<file path="src/sv/teabc_pkg.sv">
// shared types, constants and round function for the tea block cipher unit
package teabc_pkg;

  // round count default and key schedule constant
  localparam int          ROUNDS_DEFAULT = 32;
  localparam logic [31:0] DELTA          = 32'h9E37_79B9;

  // key words loaded at reset
  localparam logic [31:0] KEY0_RESET = 32'h2011_0524;
  localparam logic [31:0] KEY1_RESET = 32'hAA00_1652;
  localparam logic [31:0] KEY2_RESET = 32'h1990_1979;
  localparam logic [31:0] KEY3_RESET = 32'h0422_0606;

  // configuration register indexes
  localparam int          CFG_IDX_W    = 3;
  localparam int          CFG_DATA_W   = 32;
  localparam logic [CFG_IDX_W-1:0] CFG_KEY0   = 3'd0;
  localparam logic [CFG_IDX_W-1:0] CFG_KEY1   = 3'd1;
  localparam logic [CFG_IDX_W-1:0] CFG_KEY2   = 3'd2;
  localparam logic [CFG_IDX_W-1:0] CFG_KEY3   = 3'd3;
  localparam logic [CFG_IDX_W-1:0] CFG_DECRYPT = 3'd4;

  // input transaction payload
  typedef struct packed {
    logic [31:0] left_in;
    logic [31:0] right_in;
  } tea_in_t;

  // result transaction payload
  typedef struct packed {
    logic [31:0] left_out;
    logic [31:0] right_out;
  } tea_out_t;

  // block words as they move down the chain
  typedef struct packed {
    logic [31:0] a;
    logic [31:0] b;
  } blk_t;

  // configuration seen by every cell
  typedef struct packed {
    logic [31:0] key0;
    logic [31:0] key1;
    logic [31:0] key2;
    logic [31:0] key3;
    logic        decrypt;
  } cfg_t;

  // tea mixing function of one half round
  function automatic logic [31:0] mix(input logic [31:0] w, input logic [31:0] s,
                                      input logic [31:0] ka, input logic [31:0] kb);
    return ((w << 4) + ka) ^ (w + s) ^ ((w >> 5) + kb);
  endfunction

endpackage

</file>
<file path="src/sv/teabc_cfg_regs.sv">
// key and mode registers behind the configuration write port
module teabc_cfg_regs (
  input  logic                                clk,
  input  logic                                rst,
  input  logic                                cfg_write,
  input  logic [teabc_pkg::CFG_IDX_W-1:0]     cfg_index,
  input  logic [teabc_pkg::CFG_DATA_W-1:0]    cfg_data,
  output teabc_pkg::cfg_t                     cfg
);

  // register writes, unknown indexes ignored
  always_ff @(posedge clk) begin
    if (rst) begin
      cfg.key0    <= teabc_pkg::KEY0_RESET;
      cfg.key1    <= teabc_pkg::KEY1_RESET;
      cfg.key2    <= teabc_pkg::KEY2_RESET;
      cfg.key3    <= teabc_pkg::KEY3_RESET;
      cfg.decrypt <= 1'b0;
    end else if (cfg_write) begin
      case (cfg_index)
        teabc_pkg::CFG_KEY0:    cfg.key0    <= cfg_data;
        teabc_pkg::CFG_KEY1:    cfg.key1    <= cfg_data;
        teabc_pkg::CFG_KEY2:    cfg.key2    <= cfg_data;
        teabc_pkg::CFG_KEY3:    cfg.key3    <= cfg_data;
        teabc_pkg::CFG_DECRYPT: cfg.decrypt <= cfg_data[0];
        default: ;
      endcase
    end
  end

endmodule

</file>
<file path="config.mk">
export PLATFORM = sky130hd
export DESIGN_NAME = teabc_cfg_regs
export DESIGN_NICKNAME = d
export VERILOG_FILES = /design/src/sv/teabc_pkg.sv /design/src/sv/teabc_cfg_regs.sv
export SDC_FILE = /design/constraint.sdc
export NUM_CORES = 1
export LEC_CHECK = 0
export BUFFER_PORTS_ARGS = -buffer_cell sky130_fd_sc_hd__buf_2
export CORE_ASPECT_RATIO = 0.6
export CORE_MARGIN = 4
export CORE_UTILIZATION = 51
export CTS_CLUSTER_DIAMETER = 80
export CTS_CLUSTER_SIZE = 40
export DETAILED_ROUTE_END_ITERATION = 10
export HOLD_SLACK_MARGIN = 0.06
export MAX_ROUTING_LAYER = met4
export PLACE_DENSITY_LB_ADDON = 0.08
export REMOVE_ABC_BUFFERS = 1
export SLEW_MARGIN = 20
export SYNTH_ARGS = -nofsm -noshare
export SYNTH_HDL_FRONTEND = slang
export SYNTH_SLANG_ARGS = --single-unit
</file>
<file path="constraint.sdc">
create_clock -name clk -period 1.3 [get_ports clk]
set_input_delay 0.195 -clock clk [delete_from_list [all_inputs] [get_ports clk]]
set_output_delay 0.195 -clock clk [all_outputs]
set_load 0.005 [all_outputs]
</file>
# ---- Yosys cells after proc, flatten, opt, wreduce, memory -nomap -nowiden
# Index checks and enable logic that the tools add are counted.
dict set report word_totals {
  regBits 129
  out_inout_bits 129
}
dict set report classes {
  reduce_logical 6
  eq_ne 4
}
# cell n
set ops {}
lappend ops {{$reduce_and A2 Y1} 5}
lappend ops {{$eq A3 B2 Y1 const B} 2}
lappend ops {{$eq A3 B1 Y1 const B} 1}
lappend ops {{$eq A3 B3 Y1 const B} 1}
lappend ops {{$logic_not A3 Y1} 1}

# ---- Depth between registers and ports, before layout
dict set report depth {
  ltp_word 2
  mapped_depth 5
  mapped_depth_nobuf 2
}

# ---- Worst setup path before layout
# Ideal clock, no wire load.
dict set report synth_path {
  path_type {in2reg}
  startpoint {in cfg_index[0] (netlist name)}
  endpoint {reg cfg[126] (netlist name)}
  t_arrival_ns 0.994
  cell_stages 3
  required_time_ns 1.179
  path_buffers 1
  setup_ns 0.121
  path_slack_ns 0.185
  cell_sequence {or4b_1 -> buf_6 -> mux2i_1}
}
dict set report synth_between {
  elab_chain_len 2
}
# element line_no
set synth_lines {}
lappend synth_lines {{from (decl)} teabc_cfg_regs.sv:6} ;# input logic [teabc_pkg::CFG_IDX_W-1:0] cfg_index,
lappend synth_lines {{$logic_not A3 Y1} teabc_cfg_regs.sv:20} ;# case (cfg_index)
lappend synth_lines {{$reduce_and A2 Y1 (no source line)} -}
lappend synth_lines {{to (decl)} teabc_cfg_regs.sv:8} ;# output teabc_pkg::cfg_t cfg
# Every way passes these cells.
# A chain may end at the register's enable or synchronous reset.

# ---- Worst setup path after layout
dict set report layout_path {
  startpoint {reg cfg[12] (netlist name)}
  endpoint {out cfg[12] (netlist name)}
}
# No word-level cell between the ends.

==> results.yml <==
detailed_routing:
  ant_nets: 0
  routed_via_density: 4.88
  drt_iter0_markers: 166
  drtPass1Iterations: 4
  drcViolationCount: 0
  wire_per_inst_um: 15.6
  via_count: 3925
  routed_wl_um: 12600
grt:
  grt_pass1_wl_um: 19900
  grt_overflow: 0
  grt.total_usage_pct: 22.2
  grt_max_degree: 74
  antenna_found_initial: 0
  grt_pass1_vias: 3934
clock_tree:
  path_clk_slew_ns: 0.06
  cts_root_buf: "clkbuf_16"
  clock_path_buffers: 2
  cts_resized: 0
  cts_buffers: 17
  post-cts-setup-buffer-count: 0
  cts_tree: "done"
  postCtsHoldBufs: 3
  ctsHtreeMaxLevel: 4
  clkLatencyLatePin_ns: 0.40
  clock-sinks: 129
die:
  rows: 28
  io_pins: 167
  core_um2: 9880
  die_h_um: 86.0
  die_x_um: 138
  start_util_pct: 52.3
  die-area_um2: 11900
final_layout:
  largest_register: "cfg"
  finish.net_count: 694
  area_growth_pct: 32.2
  instances_no_fill: 804
  drive_gt1_share_pct: 32.6
  insertedDiodeCount: 0
  top_regs: "cfg: 129 flops"
  stdcell_area_um2: 6830
  largest_register_ffs: 129
synthesis:
  ys_types: 15
  synth.top_cell.area_share_pct: 50.0
  ys_warn_count: 0
  syn_area_um2: 5170
  synth_common_cells: "dfxtp_1, mux2i_1, nand2b_1, nor2_1, clkbuf_1"
  netlist_top_cells_area: "dfxtp_1, mux2i_1, nand2b_1, nor2_1, buf_4"
  synth_edf_count: 0
  synthArstFlopShare_pct: 0
  syn_inst: 487
  syn_area_per_cell_um2: 10.6
  synth_flop_cell: "dfxtp_1"
  synth_top_area_cell: "dfxtp_1"
  ys_seq_area_share_pct: 50.0
  ys_ff_latch: 129
power_and_ir_drop:
  power.share.sequential_pct: 44.7
  p_int_mw: 7.04
  p_leak_nw: 3.32
  peakVddDrop_v: 0.00100
  powerDensity_nw_per_um2: 1340
  p_switching_mw: 2.11
  p_clk_share_pct: 48.3
  swShare_pct: 23.0
  p_comb_share_pct: 7.0
worst_setup_path:
  r2r-end: "cfg[111]$_SDFFE_PP0P_"
  cp-end-kind: "output port"
  critical_path.top_delay_family: "flip-flops"
  r2r_cells: 2
  cp_num_buf_inv: 1
  worstPathMaxFanout: 2
  critical_path_class: "flop to output port"
  start_kind: "flop"
  timing.rr.start: "cfg[111]$_SDFFE_PP0P_"
  worstPathRequired_ns: 1.11
  arrival_ns: 0.90
  cp_slowest_cell: "dfxtp_1"
  cpPeakStageDelay_ns: 0.36
  path_cells: "buf_2"
  reg2reg_slack_ns: 0.62
placed_design:
  post_dp_cell_area_um2: 6250
  hpwl_um: 8670
  port_buffers: 166
  dpl.cell_count: 769
  place_congestion: 0.785
sta:
  fin_crit_ns: 1.10
  hold_violations: 0
  finalSetupViolations: 0
  period_share_pct: 84.4
  slew_headroom_pct: 79.5
  fmax_mhz: 912
  drv_slew: 0
  skew_ns: 0
  worst_slew_pin_slew_ns: 0.307
  rsz0062_at_grt: "no"
worst_hold_path:
  hold-path-endpoint: "cfg[113]$_SDFFE_PP1P_"
  min_path_cells: 3
  min_from: "cfg_data[16]"
  min-delay-path-class: "primary input to flop"
status:
  status: "finished clean"
flow_run:
  maxCapViolCount: 0
[routing by layer]
layer	share of wire, %	track usage, %	vias to the layer above	wire (um)
met5	0	-	-	0
li1	-	-	1950	-
met3	6.5	6.39	10	814
met4	0.65	5.92	0	82
met2	45	34.3	108	5700
met1	47	28.7	1857	5950
[power groups by stage]
stage / Clock [mW] / Sequential, mW / Combinational, mW
3_5_place_dp: 0 / 4.17 / 0.636
2_1_floorplan: 0 / 4.18 / 0.280
6_report: 4.42 / 4.09 / 0.643
4_1_cts: 4.49 / 4.09 / 0.648
5_1_grt: 4.69 / 4.10 / 0.701
3_3_place_gp: 0 / 4.17 / 0.621
[worst max-delay path by stage]
stage,startpoint,end,slack (ns),depth (start not counted)
after global routing,cfg[71]$_SDFFE_PP1P_,cfg[71],0.17,1
after global placement,cfg_index[1],cfg[88]$_SDFFE_PP0P_,-0.01,5
after detailed placement,cfg_index[0],cfg[106]$_SDFFE_PP0P_,-0.09,5
final,cfg[12]$_SDFFE_PP0P_,cfg[12],0.20,1
after CTS,cfg[71]$_SDFFE_PP1P_,cfg[71],0.20,1
after floorplan,cfg_index[2],cfg[66]$_SDFFE_PP1P_,-2.32,2
[layout make-up]
cell class                      instances  area [um2]
Multi-Input combinational cell        323        2430
Timing Repair Buffer                  185        1100
Clock inverter                         13         114
Clock buffer                           19         443
Sequential cell                       129        2580
Tap cell                              135         169
Fill cell                             795        3050
[logic make-up after synthesis]
family	share of synthesized area [%]
mux	25.0
simple gates	21.5
flops	50.0
buf+inv	3.53
[cell usage in the layout, fill, tap and decap left out, drive strengths merged]
| cell | n |
|---|---|
| buf | 182 |
| mux2i | 129 |
| dfxtp | 129 |
| nand2b | 124 |
| nor2 | 61 |
| clkbuf | 19 |
| clkinv | 9 |
| dlygate4sd3 | 3 |
| clkinvlp | 2 |
| nor4bb | 2 |
| nand4bb | 2 |
| nor4b | 1 |
| nand4b | 1 |
| and4b | 1 |
| and4bb | 1 |
| or4b | 1 |
| bufinv | 1 |
| inv | 1 |
[per-stage QoR]
step                total power, mW  util (%)  worst slack (ns)  TNS [ns]  hold WS, ns
floorplan                      4.46         -             -2.32    -89.39        0.350
global placement               4.79      63.2           -0.0112    -0.128        0.456
detailed placement             4.81      63.2           -0.0904     -1.40        0.459
CTS                            9.23      69.2             0.196         0       0.0607
global route                   9.49      69.2             0.168         0       0.0793
finish                         9.15      69.2             0.203         0       0.0751
Power figures use the tool's default switching activity.
