[config.mk]
export PLATFORM = sky130hd
export DESIGN_NAME = teabc_cell
export DESIGN_NICKNAME = d
export VERILOG_FILES = /design/src/sv/teabc_pkg.sv /design/src/sv/teabc_cell.sv
export SDC_FILE = /design/constraint.sdc
export NUM_CORES = 1
export LEC_CHECK = 0
export BUFFER_PORTS_ARGS = -buffer_cell sky130_fd_sc_hd__buf_2
export CELL_PAD_IN_SITES_DETAIL_PLACEMENT = 1
export CELL_PAD_IN_SITES_GLOBAL_PLACEMENT = 1
export CORE_MARGIN = 4
export CORE_UTILIZATION = 41
export CTS_CLUSTER_SIZE = 25
export DETAILED_ROUTE_END_ITERATION = 6
export PLACE_DENSITY_LB_ADDON = 0.1
export SYNTH_ARGS = -nofsm -noshare
export SYNTH_HDL_FRONTEND = slang
export SYNTH_SLANG_ARGS = --single-unit
[constraint.sdc]
create_clock -name clk -period 11.1 [get_ports clk]
set_input_delay 0 -clock clk [delete_from_list [all_inputs] [get_ports clk]]
set_output_delay 0 -clock clk [all_outputs]
set_load 0.02 [all_outputs]
[src/sv/teabc_pkg.sv]
// shared types, constants and round function for the tea block cipher unit
package teabc_pkg;

  // round count default and key schedule constant
  localparam int          ROUNDS_DEFAULT = 32;
  localparam logic [31:0] DELTA          = 32'h9E37_79B9;

  // key words loaded at reset
  localparam logic [31:0] KEY0_RESET = 32'h2011_0524;
  localparam logic [31:0] KEY1_RESET = 32'hAA00_1652;
  localparam logic [31:0] KEY2_RESET = 32'h1990_1979;
  localparam logic [31:0] KEY3_RESET = 32'h0422_0606;

  // configuration register indexes
  localparam int          CFG_IDX_W    = 3;
  localparam int          CFG_DATA_W   = 32;
  localparam logic [CFG_IDX_W-1:0] CFG_KEY0   = 3'd0;
  localparam logic [CFG_IDX_W-1:0] CFG_KEY1   = 3'd1;
  localparam logic [CFG_IDX_W-1:0] CFG_KEY2   = 3'd2;
  localparam logic [CFG_IDX_W-1:0] CFG_KEY3   = 3'd3;
  localparam logic [CFG_IDX_W-1:0] CFG_DECRYPT = 3'd4;

  // input transaction payload
  typedef struct packed {
    logic [31:0] left_in;
    logic [31:0] right_in;
  } tea_in_t;

  // result transaction payload
  typedef struct packed {
    logic [31:0] left_out;
    logic [31:0] right_out;
  } tea_out_t;

  // block words as they move down the chain
  typedef struct packed {
    logic [31:0] a;
    logic [31:0] b;
  } blk_t;

  // configuration seen by every cell
  typedef struct packed {
    logic [31:0] key0;
    logic [31:0] key1;
    logic [31:0] key2;
    logic [31:0] key3;
    logic        decrypt;
  } cfg_t;

  // tea mixing function of one half round
  function automatic logic [31:0] mix(input logic [31:0] w, input logic [31:0] s,
                                      input logic [31:0] ka, input logic [31:0] kb);
    return ((w << 4) + ka) ^ (w + s) ^ ((w >> 5) + kb);
  endfunction

endpackage

[src/sv/teabc_cell.sv]
// one half round of tea with its pipeline register
module teabc_cell #(
  parameter logic [31:0] ENC_SUM    = teabc_pkg::DELTA,
  parameter logic [31:0] DEC_SUM    = teabc_pkg::DELTA,
  parameter bit          FIRST_HALF = 1'b1
) (
  input  logic             clk,
  input  logic             rst,
  input  logic             advance,
  input  teabc_pkg::cfg_t  cfg,
  input  logic             prev_valid,
  input  teabc_pkg::blk_t  prev_blk,
  output logic             valid,
  output teabc_pkg::blk_t  blk
);

  logic            upd_a;
  logic [31:0]     src;
  logic [31:0]     dst;
  logic [31:0]     ka;
  logic [31:0]     kb;
  logic [31:0]     sum;
  logic [31:0]     m;
  logic [31:0]     dst_new;
  teabc_pkg::blk_t blk_next;

  // pick the word to update, its source and key pair for this half
  always_comb begin
    upd_a   = cfg.decrypt ? !FIRST_HALF : FIRST_HALF;
    src     = upd_a ? prev_blk.b : prev_blk.a;
    dst     = upd_a ? prev_blk.a : prev_blk.b;
    ka      = upd_a ? cfg.key0 : cfg.key2;
    kb      = upd_a ? cfg.key1 : cfg.key3;
    sum     = cfg.decrypt ? DEC_SUM : ENC_SUM;
    m       = teabc_pkg::mix(src, sum, ka, kb);
    dst_new = cfg.decrypt ? (dst - m) : (dst + m);
    blk_next.a = upd_a ? dst_new : prev_blk.a;
    blk_next.b = upd_a ? prev_blk.b : dst_new;
  end

  // valid bit
  always_ff @(posedge clk) begin
    if (rst) begin
      valid <= 1'b0;
    end else if (advance) begin
      valid <= prev_valid;
    end
  end

  // block words
  always_ff @(posedge clk) begin
    if (advance) begin
      blk <= blk_next;
    end
  end

endmodule

---- Word-level counts from Yosys, hierarchy flattened ----
Index checks and enable logic that the tools add are counted.
cells by class
  $add $sub $neg .......................... 5
  muxes and demuxes ....................... 7
  bitwise logic cells ..................... 2
operators by type and width
  operator                              count
  2-to-1 mux 32 bit                     7
  adder 32 bit                          2
  bitwise XOR 32 bit                    2
  adder 27 x 32 -> 32 bit               1
  adder 32 bit (second input constant)  1
  subtractor 32 bit                     1
storage, ports and cells
  flip-flop bits (word level) ............. 65
  input port bits ......................... 197
  output and inout port bits .............. 65
  logic and storage cells ................. 17

---- Logic depth before layout (Yosys ltp) ----
Gate-level depths: netlist of run 1.
  depth after elaboration ................. 7
  mapped depth ............................ 36
  gate-level depth less buffers ........... 28

---- Worst setup path before layout of run 1 ----
OpenSTA, ideal clock, no wires.
  path kind ............................... input-to-reg
  from .................................... input cfg[0] in the netlist's numbering
  to ...................................... register blk[63] in the netlist's numbering, data pin
  library setup time ...................... 0.269 ns
  arrival time ............................ 7.610 ns
  data required time ...................... 10.831 ns
  slack ................................... 3.221 ns
  stages .................................. 36
  path buffers ............................ 9
  path through ............................ buf_6 -> buf_6 -> buf_6 -> buf_4 -> buf_2 -> buf_4 -> buf_2 -> clkbuf_1 -> clkbuf_1 -> mux2_2 -> ha_1 -> fa_1 -> a21o_1 -> a21oi_1 -> xnor3_1 -> xor2_1 -> xnor2_1 -> nor4_4 -> nand3_2 -> or3b_4 -> nor3_1 -> a21oi_1 -> xor2_1 -> ha_1 -> o21ai_0 -> nor2_1 -> o41ai_1 -> nand3_1 -> a21o_1 -> a31o_2 -> nand2_1 -> o21ai_0 -> o41ai_1 -> xnor3_1 -> nor3_1 -> o31ai_2
RTL lines
  what                  line              RTL
  start, declared       teabc_cell.sv:10  input teabc_pkg::cfg_t cfg,
  end signal, assigned  teabc_cell.sv:53  blk <= blk_next;
  end, declared         teabc_cell.sv:14  output teabc_pkg::blk_t blk

==> run_summary.xml, run 1 <==
<?xml version="1.0" encoding="UTF-8"?>
<metrics>
  <group name="status">
    <metric name="outcome" unit="">finished clean</metric>
  </group>
  <group name="setup_path">
    <metric name="crit_buf_inv" unit="">2</metric>
    <metric name="worst_r2r_startpoint" unit="">valid</metric>
    <metric name="worst-path-stages" unit="">29</metric>
    <metric name="setup.reg_to_reg.worst_slack" unit="ns">9.94</metric>
    <metric name="crit_path_start" unit="">cfg[0]</metric>
    <metric name="worst-r2r-cell-count" unit="">3</metric>
    <metric name="destination_of_the_worst_register_to_register_timing_path" unit="">valid</metric>
    <metric name="critPathArrivalTime" unit="ns">7.81</metric>
    <metric name="crit_required" unit="ns">11.15</metric>
    <metric name="path_class" unit="">input pin to flop</metric>
    <metric name="timing.critical_path.from_type" unit="">input pin</metric>
    <metric name="end_kind" unit="">flop</metric>
    <metric name="critical-path-top-delay-family" unit="">compound AO/OA/AOI/OAI gates</metric>
    <metric name="worstPathMaxFanout" unit="">105</metric>
    <metric name="critical_path.slowest_cell" unit="">buf_4</metric>
    <metric name="critPathMaxStageDelay" unit="ns">0.70</metric>
  </group>
  <group name="routing">
    <metric name="ant_nets" unit="">0</metric>
    <metric name="post_drt_wl_per_cell" unit="um">20.3</metric>
    <metric name="detailedRoute.firstIterationViolations" unit="">774</metric>
    <metric name="highest_layer" unit="">met4</metric>
    <metric name="finalWirelength" unit="mm">37.1</metric>
    <metric name="routed_via_density" unit="">5.71</metric>
    <metric name="num_vias" unit="">10500</metric>
    <metric name="route.met2.wl" unit="mm">15.8</metric>
    <metric name="drc" unit="">0</metric>
    <metric name="met3_wire_len" unit="mm">1.71</metric>
    <metric name="length_of_the_first_detailed_routing_pass_in_iterations" unit="">6</metric>
    <metric name="routedLengthMet1" unit="mm">19.3</metric>
  </group>
  <group name="logic_synthesis">
    <metric name="netlist.area_leader.share" unit="">0.179</metric>
    <metric name="synth_area_leaders" unit="">edfxtp_1 18%, xnor2_1 11%, ha_1 10%, mux2_2 10%, nand2_1 5.2%</metric>
    <metric name="synth_area_leader_cell" unit="">edfxtp_1</metric>
    <metric name="synth.lib_cells_used.distinct" unit="">95</metric>
    <metric name="synth-seq-cells" unit="">65</metric>
    <metric name="cell_area_after_synthesis" unit="um2">10700</metric>
    <metric name="synth_area_per_cell" unit="um2">8.52</metric>
    <metric name="yosysSeqAreaShare" unit="">0.181</metric>
    <metric name="dominantRegCellSynth" unit="">edfxtp_1</metric>
    <metric name="synth_enable_flop_cells" unit="">64</metric>
    <metric name="synth_warnings" unit="">0</metric>
    <metric name="postSynth.asyncResetShare" unit="">0</metric>
    <metric name="mappedNetlistNets" unit="">1544</metric>
    <metric name="synthesis.instances" unit="">1257</metric>
  </group>
  <group name="sta">
    <metric name="max_slew.worst_pin.slew" unit="ns">0.911</metric>
    <metric name="skew" unit="ns">0</metric>
    <metric name="rsz0062_at_grt" unit="">false</metric>
    <metric name="setup_slack" unit="ns">3.34</metric>
    <metric name="finalSetupViolations" unit="">0</metric>
    <metric name="final_min_period_over_clock_period" unit="">0.699</metric>
    <metric name="fmaxAchievable" unit="GHz">0.129</metric>
    <metric name="normalized_max_slew_margin" unit="">0.386</metric>
    <metric name="final.setup.tns" unit="ns">0</metric>
    <metric name="report.final.slew_viol_count" unit="">0</metric>
    <metric name="final-hold-violation-count" unit="">0</metric>
    <metric name="final.min_clock_period" unit="ns">7.76</metric>
  </group>
  <group name="place">
    <metric name="placed_area" unit="um2">12200</metric>
    <metric name="port_buffers" unit="">261</metric>
    <metric name="number_of_cells_after_detailed_placement" unit="">1810</metric>
    <metric name="globalplace.congestion" unit="">0.912</metric>
    <metric name="detailed_place_hpwl" unit="mm">31.4</metric>
    <metric name="post-place-ws" unit="ns">3.06</metric>
  </group>
  <group name="worst_hold_path">
    <metric name="min_delay_path_depth" unit="">3</metric>
    <metric name="hold_path_startpoint" unit="">prev_blk[63]</metric>
    <metric name="hold_path_end" unit="">blk[63]</metric>
    <metric name="holdCritPathClass" unit="">input pin to flop</metric>
  </group>
  <group name="finish">
    <metric name="syn2layout_area_growth" unit="%">17.3</metric>
    <metric name="fin_nets" unit="">1780</metric>
    <metric name="filler_cell_count" unit="">3143</metric>
    <metric name="final_common_cell" unit="">buf_2</metric>
    <metric name="finalNonFillerCells" unit="">1831</metric>
    <metric name="final_design_area_no_fill" unit="um2">12600</metric>
    <metric name="most-common-layout-cells" unit="">260 x buf_2, 147 x nand2_1, 138 x xnor2_1, 100 x a21oi_1, 95 x mux2_2</metric>
    <metric name="drive_gt1_frac" unit="">0.288</metric>
  </group>
  <group name="clock_tree">
    <metric name="cts-htree-levels" unit="">3</metric>
    <metric name="ctsLongestPathBuffers" unit="">2</metric>
    <metric name="postCtsSetupRepairBufs" unit="">0</metric>
    <metric name="clock_sink_count" unit="">65</metric>
    <metric name="clk_latency" unit="ns">0.32</metric>
    <metric name="root_buffer" unit="">clkbuf_16</metric>
    <metric name="clock_tree_from_tritoncts" unit="">built</metric>
    <metric name="tritoncts.num_buffers" unit="">9</metric>
    <metric name="clkTransAtPathRegs" unit="ns">0.06</metric>
  </group>
  <group name="die">
    <metric name="die_y" unit="um">170</metric>
    <metric name="die_wd" unit="um">170</metric>
    <metric name="floorplan_die_area" unit="um2">28800</metric>
    <metric name="io-pin-count" unit="">262</metric>
    <metric name="core_box_area" unit="um2">25500</metric>
    <metric name="floorplan.initialDensity" unit="">0.420</metric>
    <metric name="floorplan.rows" unit="">58</metric>
  </group>
  <group name="global_routing">
    <metric name="grt_max_degree" unit="">106</metric>
    <metric name="global_route.overflow_total" unit="">0</metric>
    <metric name="grt_first_pass_wirelength" unit="mm">57.4</metric>
    <metric name="vias_in_the_first_global_route" unit="">10300</metric>
    <metric name="grtUsageTotal" unit="">0.248</metric>
    <metric name="grt_antenna_before_repair" unit="">3</metric>
  </group>
  <group name="power_and_ir_drop">
    <metric name="p_comb_frac" unit="">0.752</metric>
    <metric name="pwr-share-seq" unit="">0.157</metric>
    <metric name="p_sw" unit="mW">1.43</metric>
    <metric name="leakagePower" unit="nW">5.54</metric>
    <metric name="clock_power_share" unit="">0.091</metric>
    <metric name="switching_share" unit="">0.490</metric>
    <metric name="vdd.ir_drop.worst" unit="mV">0.164</metric>
    <metric name="cellInternalPower" unit="mW">1.49</metric>
    <metric name="power_density" unit="nW/um2">232</metric>
  </group>
  <group name="run">
    <metric name="maxCapViolations" unit="">0</metric>
  </group>
</metrics>
==> through the flow <==
step	power (mW)	util	hold WS (ns)
after floorplan	2.08	-	0.0724
after global placement	2.57	0.481	0.158
after detailed placement	2.62	0.481	0.161
after CTS	2.90	0.493	0.00811
after global routing	3.16	0.493	0.0123
final	2.91	0.493	0.0153
==> power groups by stage <==
stage | Combinational (mW) | Clock [mW] | Sequential [mW]
final | 2.19 | 0.264 | 0.457
after global routing | 2.41 | 0.281 | 0.467
after CTS | 2.17 | 0.269 | 0.460
after detailed placement | 2.16 | 0 | 0.465
after global placement | 2.11 | 0 | 0.458
after floorplan | 1.47 | 0 | 0.603
==> worst max-delay path by stage <==
stage / end / slack (ns)
detailed placement: blk[63] / 3.06
global placement: blk[63] / 3.33
finish: blk[63] / 3.34
CTS: blk[63] / 3.42
global route: blk[63] / 2.79
floorplan: blk[63] / 3.22
==> final cells by class <==
cell class | instances | area [um2] | area share
Inverter | 52 | 198 | 0.0157
Clock inverter | 4 | 27.5 | 0.00219
Timing Repair Buffer | 267 | 1370 | 0.109
Clock buffer | 12 | 256 | 0.0204
Antenna cell | 3 | 7.51 | 0.000598
Sequential cell | 65 | 1940 | 0.155
Multi-Input combinational cell | 1098 | 8350 | 0.665
Tap cell | 330 | 413 | 0.0329
==> sequential cells by signal (all words and copies together) (netlist names) <==
signal,flops
valid,1
blk,64
==> cells by family after synthesis <==
logic type,synth area share
DFF,0.181
adders and majority gates,0.107
and+or+nand+nor,0.166
muxes,0.117
xor gates and xnor gates,0.178
AOI/OAI and AO/OA,0.212
buffers and inverters,0.0390
==> worst min-delay path: cells and delay by family <==
kind                   cells  cell delay, ns
buffers and inverters      1            0.10
AND/OR/NAND/NOR            1            0.08
AO/OA/AOI/OAI              1            0.06
==> cells in the mapped netlist (5+ instances only) <==
library cell / number
o41ai_1: 7
and2_1: 7
o21bai_1: 13
a21bo_2: 5
ha_1: 87
o31ai_1: 6
a31oi_1: 17
clkbuf_1: 21
nand2_1: 147
o211ai_1: 10
xnor2_2: 5
nand4_1: 12
mux2i_1: 11
edfxtp_1: 64
and3_1: 9
a21o_1: 36
nor2_1: 74
o21a_1: 9
mux2_2: 95
o21ai_0: 68
xnor2_1: 138
nand2b_1: 16
xnor3_1: 9
xor2_1: 47
nor3_1: 24
inv_1: 51
nor2b_1: 10
a21oi_1: 100
buf_1: 9
a211oi_1: 9
a31o_2: 5
nand3_1: 23
==> per-layer routing <==
| layer | vias up | track usage |
|---|---|---|
| li1 | 5081 | - |
| met1 | 5065 | 0.397 |
| met2 | 286 | 0.369 |
| met3 | 19 | 0.0200 |
| met4 | 0 | 0.0364 |
| met5 | - | 0 |
==> timing repair <==
item	CTS	global route
hold buffers	2	0
resized for setup	0	0
endpoints found under the hold margin	1	0
(Power assumes the default switching activity.)
==> run 2: changes to the inputs <==
--- a/config.mk
+++ b/config.mk
@@ -9,7 +9,7 @@
 export CELL_PAD_IN_SITES_DETAIL_PLACEMENT = 1
 export CELL_PAD_IN_SITES_GLOBAL_PLACEMENT = 1
 export CORE_MARGIN = 4
-export CORE_UTILIZATION = 41
+export CORE_UTILIZATION = 37
 export CTS_CLUSTER_SIZE = 25
 export DETAILED_ROUTE_END_ITERATION = 6
 export PLACE_DENSITY_LB_ADDON = 0.1
==> constraint.sdc (replaced) <==
create_clock -name clk -period 6.9 [get_ports clk]
set_input_delay 0 -clock clk [delete_from_list [all_inputs] [get_ports clk]]
set_output_delay 0 -clock clk [all_outputs]
set_load 0.02 [all_outputs]
==> run_summary.xml, run 2 (synthesized netlist as in run 1, its figures left out) <==
<?xml version="1.0" encoding="UTF-8"?>
<metrics>
  <group name="sta">
    <metric name="report.final.slew_viol_count" unit="">0</metric>
    <metric name="fmaxAchievable" unit="GHz">0.155</metric>
    <metric name="skew" unit="ns">0</metric>
    <metric name="finalSetupViolations" unit="">0</metric>
    <metric name="rsz0062_at_grt" unit="">false</metric>
    <metric name="final.min_clock_period" unit="ns">6.44</metric>
    <metric name="normalized_max_slew_margin" unit="">0.461</metric>
    <metric name="final_min_period_over_clock_period" unit="">0.933</metric>
    <metric name="max_slew.worst_pin.slew" unit="ns">0.798</metric>
    <metric name="setup_slack" unit="ns">0.461</metric>
    <metric name="final-hold-violation-count" unit="">0</metric>
  </group>
  <group name="setup_path">
    <metric name="critPathArrivalTime" unit="ns">6.50</metric>
    <metric name="end_kind" unit="">flop</metric>
    <metric name="crit_path_start" unit="">cfg[0]</metric>
    <metric name="setup.reg_to_reg.worst_slack" unit="ns">5.74</metric>
    <metric name="worst_r2r_startpoint" unit="">valid</metric>
    <metric name="worstPathMaxFanout" unit="">64</metric>
    <metric name="path_class" unit="">input pin to flop</metric>
    <metric name="critPathMaxStageDelay" unit="ns">0.47</metric>
    <metric name="crit_required" unit="ns">6.96</metric>
    <metric name="critical_path.slowest_cell" unit="">o41ai_1</metric>
    <metric name="timing.critical_path.from_type" unit="">input pin</metric>
  </group>
  <group name="routing">
    <metric name="detailedRoute.firstIterationViolations" unit="">657</metric>
    <metric name="routed_via_density" unit="">5.41</metric>
    <metric name="finalWirelength" unit="mm">37.6</metric>
    <metric name="length_of_the_first_detailed_routing_pass_in_iterations" unit="">5</metric>
    <metric name="post_drt_wl_per_cell" unit="um">19.5</metric>
    <metric name="drc" unit="">0</metric>
    <metric name="ant_nets" unit="">0</metric>
    <metric name="num_vias" unit="">10400</metric>
  </group>
  <group name="finish">
    <metric name="syn2layout_area_growth" unit="%">21.6</metric>
    <metric name="final_common_cell" unit="">buf_2</metric>
    <metric name="max_reg_flops" unit="">64</metric>
    <metric name="multi_input_area" unit="um2">8460</metric>
    <metric name="filler_cell_count" unit="">3529</metric>
    <metric name="largest_register" unit="">blk</metric>
    <metric name="most-common-layout-cells" unit="">260 x buf_2, 147 x nand2_1, 134 x xnor2_1, 99 x a21oi_1, 94 x mux2_2</metric>
    <metric name="layout.core_utilization" unit="">0.455</metric>
    <metric name="drive_gt1_frac" unit="">0.313</metric>
    <metric name="fin_nets" unit="">1815</metric>
    <metric name="largest_registers" unit="">blk x64, valid x1</metric>
    <metric name="register_area" unit="um2">1940</metric>
  </group>
  <group name="die">
    <metric name="core_box_area" unit="um2">28600</metric>
    <metric name="die_wd" unit="um">178</metric>
    <metric name="io-pin-count" unit="">262</metric>
    <metric name="floorplan.initialDensity" unit="">0.374</metric>
    <metric name="die_y" unit="um">178</metric>
    <metric name="floorplan.rows" unit="">62</metric>
    <metric name="floorplan_die_area" unit="um2">31700</metric>
  </group>
  <group name="global_routing">
    <metric name="global_route.overflow_total" unit="">0</metric>
    <metric name="grt_max_degree" unit="">66</metric>
    <metric name="grtUsageTotal" unit="">0.230</metric>
    <metric name="grt_antenna_before_repair" unit="">5</metric>
    <metric name="grt_first_pass_wirelength" unit="mm">57.6</metric>
    <metric name="vias_in_the_first_global_route" unit="">10400</metric>
  </group>
  <group name="clock_tree">
    <metric name="cts-htree-levels" unit="">3</metric>
    <metric name="ctsLongestPathBuffers" unit="">2</metric>
    <metric name="root_buffer" unit="">clkbuf_16</metric>
    <metric name="clock_tree_from_tritoncts" unit="">built</metric>
    <metric name="clock_sink_count" unit="">65</metric>
    <metric name="clkTransAtPathRegs" unit="ns">0.06</metric>
    <metric name="clk_latency" unit="ns">0.32</metric>
    <metric name="postCtsSetupRepairBufs" unit="">0</metric>
    <metric name="tritoncts.num_buffers" unit="">9</metric>
  </group>
  <group name="power_and_ir_drop">
    <metric name="leakagePower" unit="nW">5.76</metric>
    <metric name="vdd.ir_drop.worst" unit="mV">0.170</metric>
    <metric name="power_density" unit="nW/um2">367</metric>
  </group>
  <group name="place">
    <metric name="port_buffers" unit="">261</metric>
    <metric name="globalplace.congestion" unit="">0.913</metric>
    <metric name="detailed_place_hpwl" unit="mm">32.2</metric>
    <metric name="post-place-ws" unit="ns">-0.127</metric>
  </group>
  <group name="worst_hold_path">
    <metric name="hold_path_startpoint" unit="">prev_blk[6]</metric>
    <metric name="holdCritPathClass" unit="">input pin to flop</metric>
  </group>
  <group name="status">
    <metric name="outcome" unit="">finished clean</metric>
  </group>
  <group name="run">
    <metric name="maxCapViolations" unit="">0</metric>
  </group>
</metrics>
run 2: cell types whose count changed in the layout (fill, tap and decap cells not counted), moves of 2 or more:
| cell | before | now |
|---|---|---|
| clkbuf_8 | 3 | 1 |
| o21ai_1 | 3 | 5 |
| buf_4 | 4 | 39 |
| o41ai_2 | 0 | 2 |
| nor3_2 | 0 | 2 |
| o21ai_0 | 68 | 65 |
| ha_1 | 87 | 85 |
| nor3_1 | 24 | 22 |
| xnor2_1 | 138 | 134 |
| o41ai_1 | 7 | 5 |
| diode_2 | 3 | 5 |
| xnor2_2 | 5 | 9 |
| ha_4 | 0 | 2 |
run 2: what timing repair did:
item | 4_1_cts | 5_1_grt
endpoints found under the hold margin | 1 | 0
setup endpoints to repair | 0 | 6
hold buffers | 2 | 0
gates resized for setup | 0 | 6
run 2: layer usage:
layer | vias up | part of all wire | GRT usage
met5 | - | 0 | 0
met4 | 0 | 0.016 | 0.0506
met3 | 26 | 0.042 | 0.0146
met2 | 260 | 0.42 | 0.336
met1 | 4961 | 0.53 | 0.366
li1 | 5144 | - | -
run 2: final cells by class:
cell class,count,area share
antenna,5,0.000961
clock buffer,11,0.0186
clock inverter,5,0.00423
inverter,52,0.0152
multi-input combinational,1098,0.650
sequential,65,0.149
tap,384,0.0369
timing repair buffer,302,0.125
run 2: critical path, delay by kind of cell:
family / cells / cell delay (ns)
buf+inv: 2 / 0.56
xor+xnor: 2 / 0.52
fa+ha+maj: 2 / 0.65
mux: 1 / 0.36
simple gates: 8 / 1.95
compound gates: 10 / 2.42
run 2: stage by stage:
stage               hold WS, ns  instances  setup TNS [ns]  power (mW)  area (um2)
global placement          0.158       1899               0        4.24       12700
detailed placement        0.161       1899          -0.155        4.30       12700
CTS                     0.00206       1917               0        4.77       13000
finish                   0.0134       1922               0        4.78       13000
global route             0.0151       1922               0        5.19       13000
floorplan                0.0724       1257               0        3.38       10900
run 2: final timing paths:
kind | to | cells after the start
max reg2reg | valid | 3
max | blk[63] | 25
min | blk[6] | 2
min reg2reg | valid | 3
run 2: report_power, final:
| group | switching, mW | internal, mW | total [mW] |
|---|---|---|---|
| clock network | 0.160 | 0.288 | 0.448 |
| registers | 0.0395 | 0.694 | 0.733 |
| logic | 2.09 | 1.50 | 3.60 |
